**src/hdl/ctv_pkg.sv**
```systemverilog
// Shared types and constants of the coordinate text validator.
package ctv_pkg;

    // Character classes sent from the front to the back
    typedef enum logic [2:0] {
        CC_DIGIT = 3'd0,
        CC_DOT   = 3'd1,
        CC_DASH  = 3'd2,
        CC_NS    = 3'd3,
        CC_EW    = 3'd4,
        CC_COMMA = 3'd5,
        CC_SPACE = 3'd6,
        CC_OTHER = 3'd7
    } t_char_cls;

    // One classified item as it waits between front and back
    typedef struct packed {
        t_char_cls cls;
        logic      has_char;
        logic      last_char;
    } t_item;

    // Match classes
    localparam logic [1:0] CLASS_NONE = 2'd0;
    localparam logic [1:0] CLASS_HEMI = 2'd1;
    localparam logic [1:0] CLASS_PAIR = 2'd2;

    // Pattern mode values
    localparam logic MODE_TOLERANT = 1'b0;
    localparam logic MODE_COMPACT  = 1'b1;

    // Maximum dashes in one coordinate
    localparam logic [1:0] MAX_DASHES = 2'd2;

    // Default queue depths
    localparam int ITEM_QUEUE_DEPTH   = 2;
    localparam int RESULT_QUEUE_DEPTH = 2;

endpackage

```
**src/hdl/ctv_fifo.sv**
```systemverilog
// Small first-word-fall-through queue built from registers.
module ctv_fifo #(
    parameter int WIDTH = 1,
    parameter int DEPTH = 2
) (
    input  logic             i_clk,
    input  logic             i_rst_n,
    input  logic             i_wr_en,
    input  logic [WIDTH-1:0] i_wr_data,
    output logic             o_full,
    input  logic             i_rd_en,
    output logic [WIDTH-1:0] o_rd_data,
    output logic             o_empty
);

    localparam int PTR_W = (DEPTH > 1) ? $clog2(DEPTH) : 1;
    localparam int CNT_W = $clog2(DEPTH + 1);

    logic [WIDTH-1:0] r_mem [DEPTH];
    logic [PTR_W-1:0] r_wr_ptr, n_wr_ptr;
    logic [PTR_W-1:0] r_rd_ptr, n_rd_ptr;
    logic [CNT_W-1:0] r_count, n_count;
    logic             wr_fire;
    logic             rd_fire;

    assign o_full    = (r_count == CNT_W'(DEPTH));
    assign o_empty   = (r_count == '0);
    assign wr_fire   = i_wr_en && !o_full;
    assign rd_fire   = i_rd_en && !o_empty;
    assign o_rd_data = r_mem[r_rd_ptr];

    // Advance pointers with wrap and track the fill level
    always_comb begin
        n_wr_ptr = r_wr_ptr;
        n_rd_ptr = r_rd_ptr;
        n_count  = r_count;
        if (wr_fire) begin
            n_wr_ptr = (r_wr_ptr == PTR_W'(DEPTH - 1)) ? '0 : r_wr_ptr + 1'b1;
        end
        if (rd_fire) begin
            n_rd_ptr = (r_rd_ptr == PTR_W'(DEPTH - 1)) ? '0 : r_rd_ptr + 1'b1;
        end
        if (wr_fire && !rd_fire) begin
            n_count = r_count + 1'b1;
        end else if (rd_fire && !wr_fire) begin
            n_count = r_count - 1'b1;
        end
    end

    always_ff @(posedge i_clk) begin
        if (!i_rst_n) begin
            r_wr_ptr <= '0;
            r_rd_ptr <= '0;
            r_count  <= '0;
        end else begin
            r_wr_ptr <= n_wr_ptr;
            r_rd_ptr <= n_rd_ptr;
            r_count  <= n_count;
        end
    end

    // Store the incoming entry
    always_ff @(posedge i_clk) begin
        if (wr_fire) begin
            r_mem[r_wr_ptr] <= i_wr_data;
        end
    end

endmodule

```
**src/hdl/ctv_front.sv**
```systemverilog
// Front end: accepts characters, classifies them and queues them for the parser.
module ctv_front #(
    parameter int DEPTH = ctv_pkg::ITEM_QUEUE_DEPTH
) (
    input  logic          i_clk,
    input  logic          i_rst_n,
    input  logic          i_push,
    output logic          o_full,
    input  logic [15:0]   i_text_char,
    input  logic          i_has_char,
    input  logic          i_last_char,
    input  logic          i_pop,
    output ctv_pkg::t_item o_item,
    output logic          o_empty
);

    ctv_pkg::t_item in_item;
    logic [$bits(ctv_pkg::t_item)-1:0] rd_bits;

    function automatic ctv_pkg::t_char_cls classify(input logic [15:0] c);
        ctv_pkg::t_char_cls k;
        k = ctv_pkg::CC_OTHER;
        if (c >= 16'h0030 && c <= 16'h0039) begin
            k = ctv_pkg::CC_DIGIT;
        end else if (c == 16'h002E) begin
            k = ctv_pkg::CC_DOT;
        end else if (c == 16'h002D) begin
            k = ctv_pkg::CC_DASH;
        end else if (c == 16'h002C) begin
            k = ctv_pkg::CC_COMMA;
        end else if (c == 16'h004E || c == 16'h0053 || c == 16'h006E || c == 16'h0073) begin
            k = ctv_pkg::CC_NS;
        end else if (c == 16'h0045 || c == 16'h0057 || c == 16'h0065 || c == 16'h0077) begin
            k = ctv_pkg::CC_EW;
        end else if (c == 16'h0020 || (c >= 16'h0009 && c <= 16'h000D)) begin
            k = ctv_pkg::CC_SPACE;
        end
        return k;
    endfunction

    // Reduce the code unit to its class
    always_comb begin
        in_item.cls       = classify(i_text_char);
        in_item.has_char  = i_has_char;
        in_item.last_char = i_last_char;
    end

    ctv_fifo #(
        .WIDTH ($bits(ctv_pkg::t_item)),
        .DEPTH (DEPTH)
    ) u_item_queue (
        .i_clk     (i_clk),
        .i_rst_n   (i_rst_n),
        .i_wr_en   (i_push),
        .i_wr_data (in_item),
        .o_full    (o_full),
        .i_rd_en   (i_pop),
        .o_rd_data (rd_bits),
        .o_empty   (o_empty)
    );

    assign o_item = ctv_pkg::t_item'(rd_bits);

endmodule

```
**src/hdl/ctv_back.sv**
```systemverilog
// Back end: steps the pattern automaton and emits a class at each string end.
module ctv_back (
    input  logic           i_clk,
    input  logic           i_rst_n,
    input  logic           i_mode,
    input  ctv_pkg::t_item i_item,
    input  logic           i_item_valid,
    output logic           o_item_pop,
    input  logic           i_res_full,
    output logic           o_res_push,
    output logic [1:0]     o_res_class
);

    typedef enum logic [9:0] {
        POS_START   = 10'b00_0000_0001,
        POS_INT     = 10'b00_0000_0010,
        POS_FRAC    = 10'b00_0000_0100,
        POS_GAP     = 10'b00_0000_1000,
        POS_HEMI    = 10'b00_0001_0000,
        POS_COMMA   = 10'b00_0010_0000,
        POS_DONE    = 10'b00_0100_0000,
        POS_P_START = 10'b00_1000_0000,
        POS_P_INT   = 10'b01_0000_0000,
        POS_P_FRAC  = 10'b10_0000_0000
    } t_pos;

    typedef struct packed {
        t_pos       pos;
        logic [1:0] dash;
        logic       second;
        logic       failed;
    } t_walk;

    t_walk r_walk, n_walk;
    logic  take;
    logic  tol;
    logic  ws;
    t_walk step;

    // Handle the character after a complete number group: a dash, hemisphere letter or comma may go on, else fail
    function automatic t_walk after_group(input t_walk w, input ctv_pkg::t_char_cls c,
                                          input logic tl);
        t_walk v;
        v = w;
        if (c == ctv_pkg::CC_DASH && w.dash < ctv_pkg::MAX_DASHES) begin
            v.dash = w.dash + 1'b1;
            v.pos  = POS_START;
        end else if (c == ctv_pkg::CC_NS && !w.second) begin
            v.second = 1'b1;
            v.dash   = 2'd0;
            v.pos    = POS_HEMI;
        end else if (c == ctv_pkg::CC_EW && w.second) begin
            v.pos = POS_DONE;
        end else if (c == ctv_pkg::CC_COMMA && !tl && !w.second) begin
            v.second = 1'b1;
            v.dash   = 2'd0;
            v.pos    = POS_P_START;
        end else begin
            v.failed = 1'b1;
        end
        return v;
    endfunction

    assign take       = i_item_valid && !i_res_full;
    assign o_item_pop = take;
    assign tol        = (i_mode == ctv_pkg::MODE_TOLERANT);
    assign ws         = tol && (i_item.cls == ctv_pkg::CC_SPACE);

    // Advance the automaton by one character
    always_comb begin
        step = r_walk;
        if (!r_walk.failed) begin
            unique case (r_walk.pos)
                POS_START, POS_COMMA: begin
                    if (i_item.cls == ctv_pkg::CC_DIGIT) step.pos = POS_INT;
                    else if (!ws) step.failed = 1'b1;
                end
                POS_INT, POS_FRAC: begin
                    if (i_item.cls == ctv_pkg::CC_DIGIT) begin
                        step = r_walk;
                    end else if (i_item.cls == ctv_pkg::CC_DOT && r_walk.pos == POS_INT) begin
                        step.pos = POS_FRAC;
                    end else if (ws) begin
                        step.pos = POS_GAP;
                    end else begin
                        step = after_group(r_walk, i_item.cls, tol);
                    end
                end
                POS_GAP: begin
                    if (!ws) step = after_group(r_walk, i_item.cls, tol);
                end
                POS_HEMI: begin
                    if (i_item.cls == ctv_pkg::CC_COMMA) step.pos = POS_COMMA;
                    else if (i_item.cls == ctv_pkg::CC_DIGIT) step.pos = POS_INT;
                    else if (!ws) step.failed = 1'b1;
                end
                POS_DONE: begin
                    if (!ws) step.failed = 1'b1;
                end
                POS_P_START: begin
                    if (i_item.cls == ctv_pkg::CC_DIGIT) step.pos = POS_P_INT;
                    else step.failed = 1'b1;
                end
                POS_P_INT, POS_P_FRAC: begin
                    if (i_item.cls == ctv_pkg::CC_DIGIT) begin
                        step = r_walk;
                    end else if (i_item.cls == ctv_pkg::CC_DOT && r_walk.pos == POS_P_INT) begin
                        step.pos = POS_P_FRAC;
                    end else if (i_item.cls == ctv_pkg::CC_DASH &&
                                 r_walk.dash < ctv_pkg::MAX_DASHES) begin
                        step.dash = r_walk.dash + 1'b1;
                        step.pos  = POS_P_START;
                    end else begin
                        step.failed = 1'b1;
                    end
                end
                default: begin
                    step.failed = 1'b1;
                end
            endcase
        end
    end

    // Commit the step for an item with a character, report the class on the last item and clear for the next string
    always_comb begin
        n_walk      = r_walk;
        o_res_push  = 1'b0;
        o_res_class = ctv_pkg::CLASS_NONE;
        if (i_item.has_char) begin
            n_walk = step;
        end
        if (n_walk.failed) begin
            o_res_class = ctv_pkg::CLASS_NONE;
        end else if (n_walk.pos == POS_DONE) begin
            o_res_class = ctv_pkg::CLASS_HEMI;
        end else if (!tol && (n_walk.pos == POS_P_INT || n_walk.pos == POS_P_FRAC)) begin
            o_res_class = ctv_pkg::CLASS_PAIR;
        end
        if (i_item.last_char) begin
            o_res_push = take;
            n_walk     = '{pos: POS_START, dash: 2'd0, second: 1'b0, failed: 1'b0};
        end
    end

    always_ff @(posedge i_clk) begin
        if (!i_rst_n) begin
            r_walk <= '{pos: POS_START, dash: 2'd0, second: 1'b0, failed: 1'b0};
        end else if (take) begin
            r_walk <= n_walk;
        end
    end

endmodule

```
**src/hdl/coordinate_text_validator.sv**
```systemverilog
// Top level of the coordinate text validator.
//
//  channel   | direction | handshake             | payload
//  ----------+-----------+-----------------------+----------------------------------------
//  input     | in        | push / full           | i_text_char, i_has_char, i_last_char
//  result    | out       | empty / pop           | o_match_class
//  config    | in        | i_cfg_wr_en           | i_cfg_wr_data (pattern mode)
//
// One item per cycle sustained while the result queue has room: the front classifies and queues
// a character in the cycle it is taken, and the back steps the automaton one character per cycle.
// A result shows at the result side in the cycle after its last item is taken and can be popped
// from then on.
// Synchronous active-low reset empties both queues, restarts the automaton and sets
// compact mode. A full result queue stalls the back; the item queue then fills and
// raises full, while the result side still drains as results are popped.
module coordinate_text_validator #(
    parameter int ITEM_DEPTH   = ctv_pkg::ITEM_QUEUE_DEPTH,
    parameter int RESULT_DEPTH = ctv_pkg::RESULT_QUEUE_DEPTH
) (
    input  logic        i_clk,
    input  logic        i_rst_n,
    input  logic        push,
    output logic        full,
    input  logic [15:0] i_text_char,
    input  logic        i_has_char,
    input  logic        i_last_char,
    output logic        empty,
    input  logic        pop,
    output logic [1:0]  o_match_class,
    input  logic        i_cfg_wr_en,
    input  logic        i_cfg_wr_data
);

    logic           r_mode;
    ctv_pkg::t_item item;
    logic           item_empty;
    logic           item_pop;
    logic           res_full;
    logic           res_push;
    logic [1:0]     res_class;

    // Hold the pattern mode register
    always_ff @(posedge i_clk) begin
        if (!i_rst_n) begin
            r_mode <= ctv_pkg::MODE_COMPACT;
        end else if (i_cfg_wr_en) begin
            r_mode <= i_cfg_wr_data;
        end
    end

    ctv_front #(
        .DEPTH (ITEM_DEPTH)
    ) u_front (
        .i_clk       (i_clk),
        .i_rst_n     (i_rst_n),
        .i_push      (push),
        .o_full      (full),
        .i_text_char (i_text_char),
        .i_has_char  (i_has_char),
        .i_last_char (i_last_char),
        .i_pop       (item_pop),
        .o_item      (item),
        .o_empty     (item_empty)
    );

    ctv_back u_back (
        .i_clk        (i_clk),
        .i_rst_n      (i_rst_n),
        .i_mode       (r_mode),
        .i_item       (item),
        .i_item_valid (!item_empty),
        .o_item_pop   (item_pop),
        .i_res_full   (res_full),
        .o_res_push   (res_push),
        .o_res_class  (res_class)
    );

    ctv_fifo #(
        .WIDTH (2),
        .DEPTH (RESULT_DEPTH)
    ) u_result_queue (
        .i_clk     (i_clk),
        .i_rst_n   (i_rst_n),
        .i_wr_en   (res_push),
        .i_wr_data (res_class),
        .o_full    (res_full),
        .i_rd_en   (pop),
        .o_rd_data (o_match_class),
        .o_empty   (empty)
    );

endmodule

```
**config.mk**
```make
export PLATFORM = sky130hd
export DESIGN_NAME = coordinate_text_validator
export DESIGN_NICKNAME = d
export VERILOG_FILES = /design/src/hdl/ctv_pkg.sv /design/src/hdl/ctv_fifo.sv /design/src/hdl/ctv_front.sv /design/src/hdl/ctv_back.sv /design/src/hdl/coordinate_text_validator.sv
export SDC_FILE = /design/constraint.sdc
export NUM_CORES = 1
export LEC_CHECK = 0
export ABC_AREA = 1
export BUFFER_PORTS_ARGS = -buffer_cell sky130_fd_sc_hd__buf_2
export CAP_MARGIN = 40
export CORE_ASPECT_RATIO = 0.9
export CORE_MARGIN = 2
export CORE_UTILIZATION = 45
export CTS_BUF_LIST = sky130_fd_sc_hd__clkbuf_8
export CTS_CLUSTER_SIZE = 12
export DETAILED_ROUTE_END_ITERATION = 16
export PLACE_DENSITY = 0.63
export SYNTH_ARGS = -nofsm -noshare
export SYNTH_HDL_FRONTEND = slang
export SYNTH_SLANG_ARGS = --single-unit
```
**constraint.sdc**
```tcl
create_clock -name i_clk -period 3 [get_ports i_clk]
set_input_delay 0.15 -clock i_clk [delete_from_list [all_inputs] [get_ports i_clk]]
set_output_delay 0.15 -clock i_clk [all_outputs]
set_load 0.005 [all_outputs]
```
==> reports/qor.csv, run 1 <==
metric,value,unit
synthCells,460,
synth_area,3010,µm²
n_fill_cell,688,
status,"complete, no violations",
yosysMostFrequentCell,nand2_1,
criticalPathCategory,flip-flop to flip-flop,
syn_nets,486,
io_buffers,27,
drive_gt1_share,18.1,%
drt-total-wl,8110,µm
cts_max_level,2,
start_util,46.1,%
grt_antenna_before_repair,0,
critPathMaxStageDelay,0.37,ns
hold_end,r_mode,
grt_pass1_wl,13400,µm
antenna_cells,0,
min_path_type,input pin to flip-flop,
synth_seq_cells,39,
power_density,776,nW/µm²
timing.critical_path.cells,"nor2_1, nand2_2, inv_2, nand3_1, nand2_2, nor2_2, nand2_4, nand2_4, clkinv_4, nand4_2, o21ai_1, nand2_1, nor2_1, nand2_1, nor2_1",
core,6520,µm²
netlist.area_leader.share,16.6,%
cp_slowest_cell,dfxtp_1,
ys_seq_area_share,30.6,%
r2r_end,u_result_queue.r_mem[1][0],
path_delay_family,simple AND/OR/NAND/NOR gates,
tightest_slew,0.578,ns
cap_violations,0,
clock-skew-final,0.00629,ns
hpwl,6500,µm
clk_latency,0.30,ns
crit_path_frequent_cell,nor2_1,
place_congestion,1.02,
wire_per_inst,13.9,µm
cp-end-kind,flip-flop,
async_reset_ff_share,0,%
grt_pass1_vias,2857,
cts_buffers,5,
synth_area_leaders,"dfxtp_1, edfxtp_1, nand2_1, nor2_1, inv_1",
period_minus_slack,2.39,ns
tns,0,ns
clock_sinks,39,
die_h,81.5,µm
hold_depth,2,
crit_arrival,2.54,ns
vias,3061,
areaGrowthSynthToFinish,12.4,%
relSlewSlack,61.3,%
ios,28,
dieArea,7350,µm²
via_per_inst,5.25,
startpoint,u_back.r_walk[10],
hold_path_startpoint,i_cfg_wr_en,
syn_avg_cell_area,6.54,µm²
r2r-start,u_back.r_walk[10],
clk_pin_slew,0.09,ns
hold_violations,0,
rsz0062_at_grt,no,
fp.dieW,90.2,µm
drtIter0Drc,227,
clk_path_buf_depth,2,
first_pass_iters,5,
fmax,418,MHz
clockRootBuffer,clkbuf_8,
rows,28,
grt.overflow.total,0,
leakage,1.64,nW
final_max_slew_viol_count,0,
yosysUniqueCellTypes,41,
path_buf_inv,2,
cts_setup_buffers,0,
synth_common_cells,"nand2_1, nor2_1, inv_1, a21oi_1, nand3_1",
r2r_setup_slack,0.61,ns
cts_resized,0,
reg2regPathDepth,15,
grt_usage,22.9,%
postCtsHoldBufs,0,
start_kind,flip-flop,
cts_tree,built,
ir_drop,646,µV
grt_max_degree,18,
drc,0,
synth_edf_count,14,
final_util,51.9,%
finalSetupViolCount,0,
yosysWarningCount,0,
worstPathMaxFanout,10,
ant_nets,0,
nets,518,
required,3.15,ns
yosys.area.top_type,dfxtp_1,
fin_crit_sh,79.8,%
ys.flop_type,dfxtp_1,
report_power, final:
| part | internal, mW | switching [mW] |
|---|---|---|
| registers | 0.651 | 0.0763 |
| clock network | 0.338 | 0.212 |
| logic | 0.433 | 0.912 |
per-layer routing:
layer	vias up	GRT usage (%)	share of wire [%]
met1	1373	29.2	47
met2	93	39.0	44
met3	20	4.77	5.8
met5	-	0	0
li1	1575	-	-
met4	0	8.46	2.3
cell families after synthesis:
group | Yosys count | share of synthesized area (%)
simple gates | 276 | 45.0
buf+inv | 71 | 9.70
compound gates | 68 | 12.5
flops | 39 | 30.6
xor+xnor | 2 | 0.583
mux | 2 | 0.749
fa+ha+maj | 2 | 0.832
how the worst max path moves through the flow:
| stage | slack, ns | end | depth (start not counted) |
|---|---|---|---|
| finish | 0.61 | u_result_queue.r_mem[1][0] | 15 |
| global route | 0.36 | u_result_queue.r_mem[0][1] | 15 |
| CTS | 0.66 | u_result_queue.r_mem[0][0] | 15 |
| floorplan | 1.10 | u_result_queue.r_mem[0][0] | 15 |
| detailed placement | 0.67 | u_result_queue.r_mem[0][0] | 15 |
| global placement | 0.66 | u_result_queue.r_mem[0][0] | 13 |
cell type report:
class,instances,area (µm²),share of cell area (%)
Multi-Input combinational cell,350,1790,53.1
Timing Repair Buffer,29,150,4.44
Inverter,67,262,7.74
Tap cell,90,113,3.33
Clock inverter,3,71.3,2.11
Clock buffer,5,68.8,2.04
Sequential cell,39,921,27.2
registers in the layout, indices dropped and copies added, names as in the netlist, named ones only:
| signal | flops |
|---|---|
| u_back.r_walk | 14 |
| u_front.u_item_queue.r_mem | 10 |
| u_result_queue.r_mem | 4 |
| u_front.u_item_queue.r_count | 2 |
| u_result_queue.r_count | 2 |
| r_mode | 1 |
| u_front.u_item_queue.r_rd_ptr | 1 |
| u_front.u_item_queue.r_wr_ptr | 1 |
| u_result_queue.r_rd_ptr | 1 |
| u_result_queue.r_wr_ptr | 1 |
per-stage QoR:
stage	instance area [µm²]	hold WS (ns)	cells	worst slack [ns]	power (mW)
CTS	3380	0.0318	583	0.660	2.63
detailed placement	3240	0.348	575	0.674	2.07
floorplan	3010	0.249	460	1.10	1.73
finish	3380	0.0367	583	0.605	2.62
global placement	3240	0.347	575	0.662	2.06
global route	3380	0.0318	583	0.355	2.85
cells in the final DEF, fill, tap and decap left out, types with 3 or more instances in the layout:
cell,n
nand2_4,6
dfxtp_1,25
edfxtp_1,14
inv_2,3
nand3_2,3
o21ai_1,4
nor2_2,8
nor2_1,67
nand3_1,31
clkbuf_8,5
buf_2,27
inv_1,61
nand2_1,104
nor2_4,5
nand2_2,15
nor4_1,4
nor3_1,10
nand4_1,14
a21oi_1,32
o21ai_0,20
(Power assumes the default switching activity.)
==> inputs of run 2 (changes only) <==
Settings changed: PLACE_DENSITY 0.63 to 0.66.
Clock period 3 ns to 2.15 ns, I/O delays scaled along.
==> run 2 against run 1 <==
  * The flow now finishes with violations (negative hold slack, negative setup slack)
  * Critical path depth is 1 lower
  * Sequential share of layout area shrank 3.9 points
  * Via count up 11%
  * Clock skew increased by 0.00084 ns
  * Global-route usage is 1.7 points higher
  * Cell count grew 11%
  * Sequential cell count unchanged
  * Wire length is 13% higher
  * Critical path type unchanged
  * Highest routed layer unchanged
==> reports/qor.csv, run 2 (synthesized netlist as in run 1, its figures left out) <==
metric,value,unit,change
ant_nets,0,,unchanged
start_util,46.1,%,unchanged
worstPathMaxFanout,5,,-5
ir_drop,598,µV,-7.4%
hold_violations,1,,+1
min_path_type,input pin to flip-flop,,
clk_latency,0.30,ns,about the same
cts_buffers,5,,unchanged
hold_depth,2,,unchanged
grt_pass1_wl,14400,µm,+7.7%
dpl_cell_area,3630,µm²,+12%
final_max_slew_viol_count,0,,unchanged
vias,3398,,+11%
fin_crit_sh,102,%,+22 points
antenna_cells,0,,unchanged
core,6520,µm²,unchanged
required,2.20,ns,-0.95 ns
cp-end-kind,flip-flop,,
clk_path_buf_depth,2,,unchanged
final_util,61.9,%,+10 points
clockRootBuffer,clkbuf_8,,
ios,28,,unchanged
areaGrowthSynthToFinish,34.1,%,
first_pass_iters,5,,unchanged
grt_antenna_before_repair,0,,unchanged
largest_register_ffs,14,,unchanged
clock_sinks,39,,unchanged
drt-total-wl,9180,µm,+13%
nets,581,,+12%
largestRegisters,"u_back.r_walk (14), u_front.u_item_queue.r_mem (10), u_result_queue.r_mem (4)",,
hpwl,6980,µm,+7.3%
swShare,46.8,%,+0.97 points
drtIter0Drc,376,,+66%
cts_tree,built,,
fp.dieW,90.2,µm,unchanged
reg2regPathDepth,14,,-1
tightest_slew,0.562,ns,-0.0158 ns
wire_per_inst,14.2,µm,+2.2%
place_congestion,1.03,,+0.75%
cts_max_level,2,,unchanged
grt.overflow.total,0,,unchanged
violations,"negative hold slack, negative setup slack",,
final_common_cell,nand2_1,,
dieArea,7350,µm²,unchanged
p_sw,1.97,mW,+64%
criticalPathCategory,flip-flop to flip-flop,,
top_register,u_back.r_walk,,
top_layer,met4,,
drc,0,,unchanged
tns,-0.192,ns,-0.192 ns
grt_max_degree,18,,unchanged
fmax,455,MHz,+8.9%
met2_length,4290,µm,+19%
io_buffers,27,,unchanged
power_density,1040,nW/µm²,+34%
fin_area,4030,µm²,+19%
start_kind,flip-flop,,
layout_common_cells,"nand2_1, buf_4, inv_1",,
drt-met1-wl,4070,µm,+5.9%
intPower,2.24,mW,+57%
pwr-share-seq,24.2,%,-3.5 points
period_minus_slack,2.20,ns,-0.195 ns
timing.hold.ws,-0.000255,ns,-0.0369 ns
fin_ws,-0.0499,ns,-0.655 ns
rows,28,,unchanged
clock-skew-final,0.00713,ns,+0.000843 ns
cap_violations,0,,unchanged
rsz0062_at_grt,yes,,
grt_pass1_vias,3125,,+9.4%
die_h,81.5,µm,unchanged
crit_arrival,2.25,ns,-0.29 ns
clk_pin_slew,0.08,ns,about the same
p_total,4.20,mW,+60%
pwr-share-clk,14.9,%,-6.1 points
via_per_inst,5.26,,+0.18%
relSlewSlack,62.3,%,+0.97 points
dr_wl_met3,594,µm,+27%
status,"complete, but fails checks",,
finalSetupViolCount,4,,+4
leakage,1.94,nW,+19%
power.share.combinational,60.9,%,+9.6 points
grt_usage,24.6,%,+1.7 points
drive_gt1_share,34.5,%,+16 points
## run 2: cell types whose count changed in the layout (fill, tap and decap cells not counted), moves of 9 or more
cell | before | now
nor2_1 | 67 | 55
nand2_2 | 15 | 24
dfxtp_1 | 25 | 16
buf_4 | 2 | 62
nand2_1 | 104 | 95
## run 2: area by class of cell
| type | instances | area [µm²] |
|---|---|---|
| timing repair buffer | 91 | 622 |
| clock inverter | 3 | 41.3 |
| fill | 608 | 2480 |
| sequential | 39 | 940 |
| clock buffer | 5 | 68.8 |
| tap | 90 | 113 |
| inverter | 67 | 270 |
| multi-input combinational | 351 | 1980 |
## run 2: power groups by stage
stage	logic, mW	clock network, mW	registers, mW
6_report	2.56	0.627	1.02
5_1_grt	2.77	0.660	1.03
4_1_cts	2.15	0.634	1.01
3_5_place_dp	2.12	0	1.02
3_3_place_gp	2.11	0	1.01
2_1_floorplan	1.42	0	0.996
## run 2: layer usage
layer | vias to the layer above | GRT usage [%]
li1 | 1694 | -
met2 | 123 | 42.3
met5 | - | 0
met3 | 20 | 3.67
met4 | 0 | 10.2
met1 | 1561 | 31.6
## run 2: what timing repair did
item,in CTS,in global routing
endpoints found under the hold margin,2,0
buffers inserted,1,8
pin swaps,1,18
gates resized for setup,13,46
setup endpoints to repair,4,11
hold buffers,1,0
cloned,0,1
## run 2: final timing paths
kind,startpoint,to,slack (ns)
worst max-delay path,u_back.r_walk[10],u_result_queue.r_mem[0][0],-0.05
worst min-delay path,i_cfg_wr_en,r_mode,-0.0003
worst max register to register,u_back.r_walk[10],u_result_queue.r_mem[0][0],-0.05
worst min register to register,u_front.u_item_queue.r_rd_ptr,flip-flop,0.47
## run 2: through the flow
step | cells | setup slack, ns
3_5_place_dp | 627 | -0.0886
4_1_cts | 637 | 0.00391
6_report | 646 | -0.0499
3_3_place_gp | 627 | -0.0591
5_1_grt | 646 | -0.169
2_1_floorplan | 460 | 0.255
## run 2: worst max-delay path, cell delays in order, from the launching register on
cell and delay (ns):
dfxtp_1 0.34, buf_4 0.16, inv_1 0.10, nand2_2 0.11, nor2_4 0.13, nand3_2 0.09
nand2_2 0.09, nor2_2 0.05, nand2_4 0.09, buf_4 0.13, nand2_4 0.07, o31ai_2 0.34
nor2_2 0.06, nand2_2 0.14, nor2_4 0.06
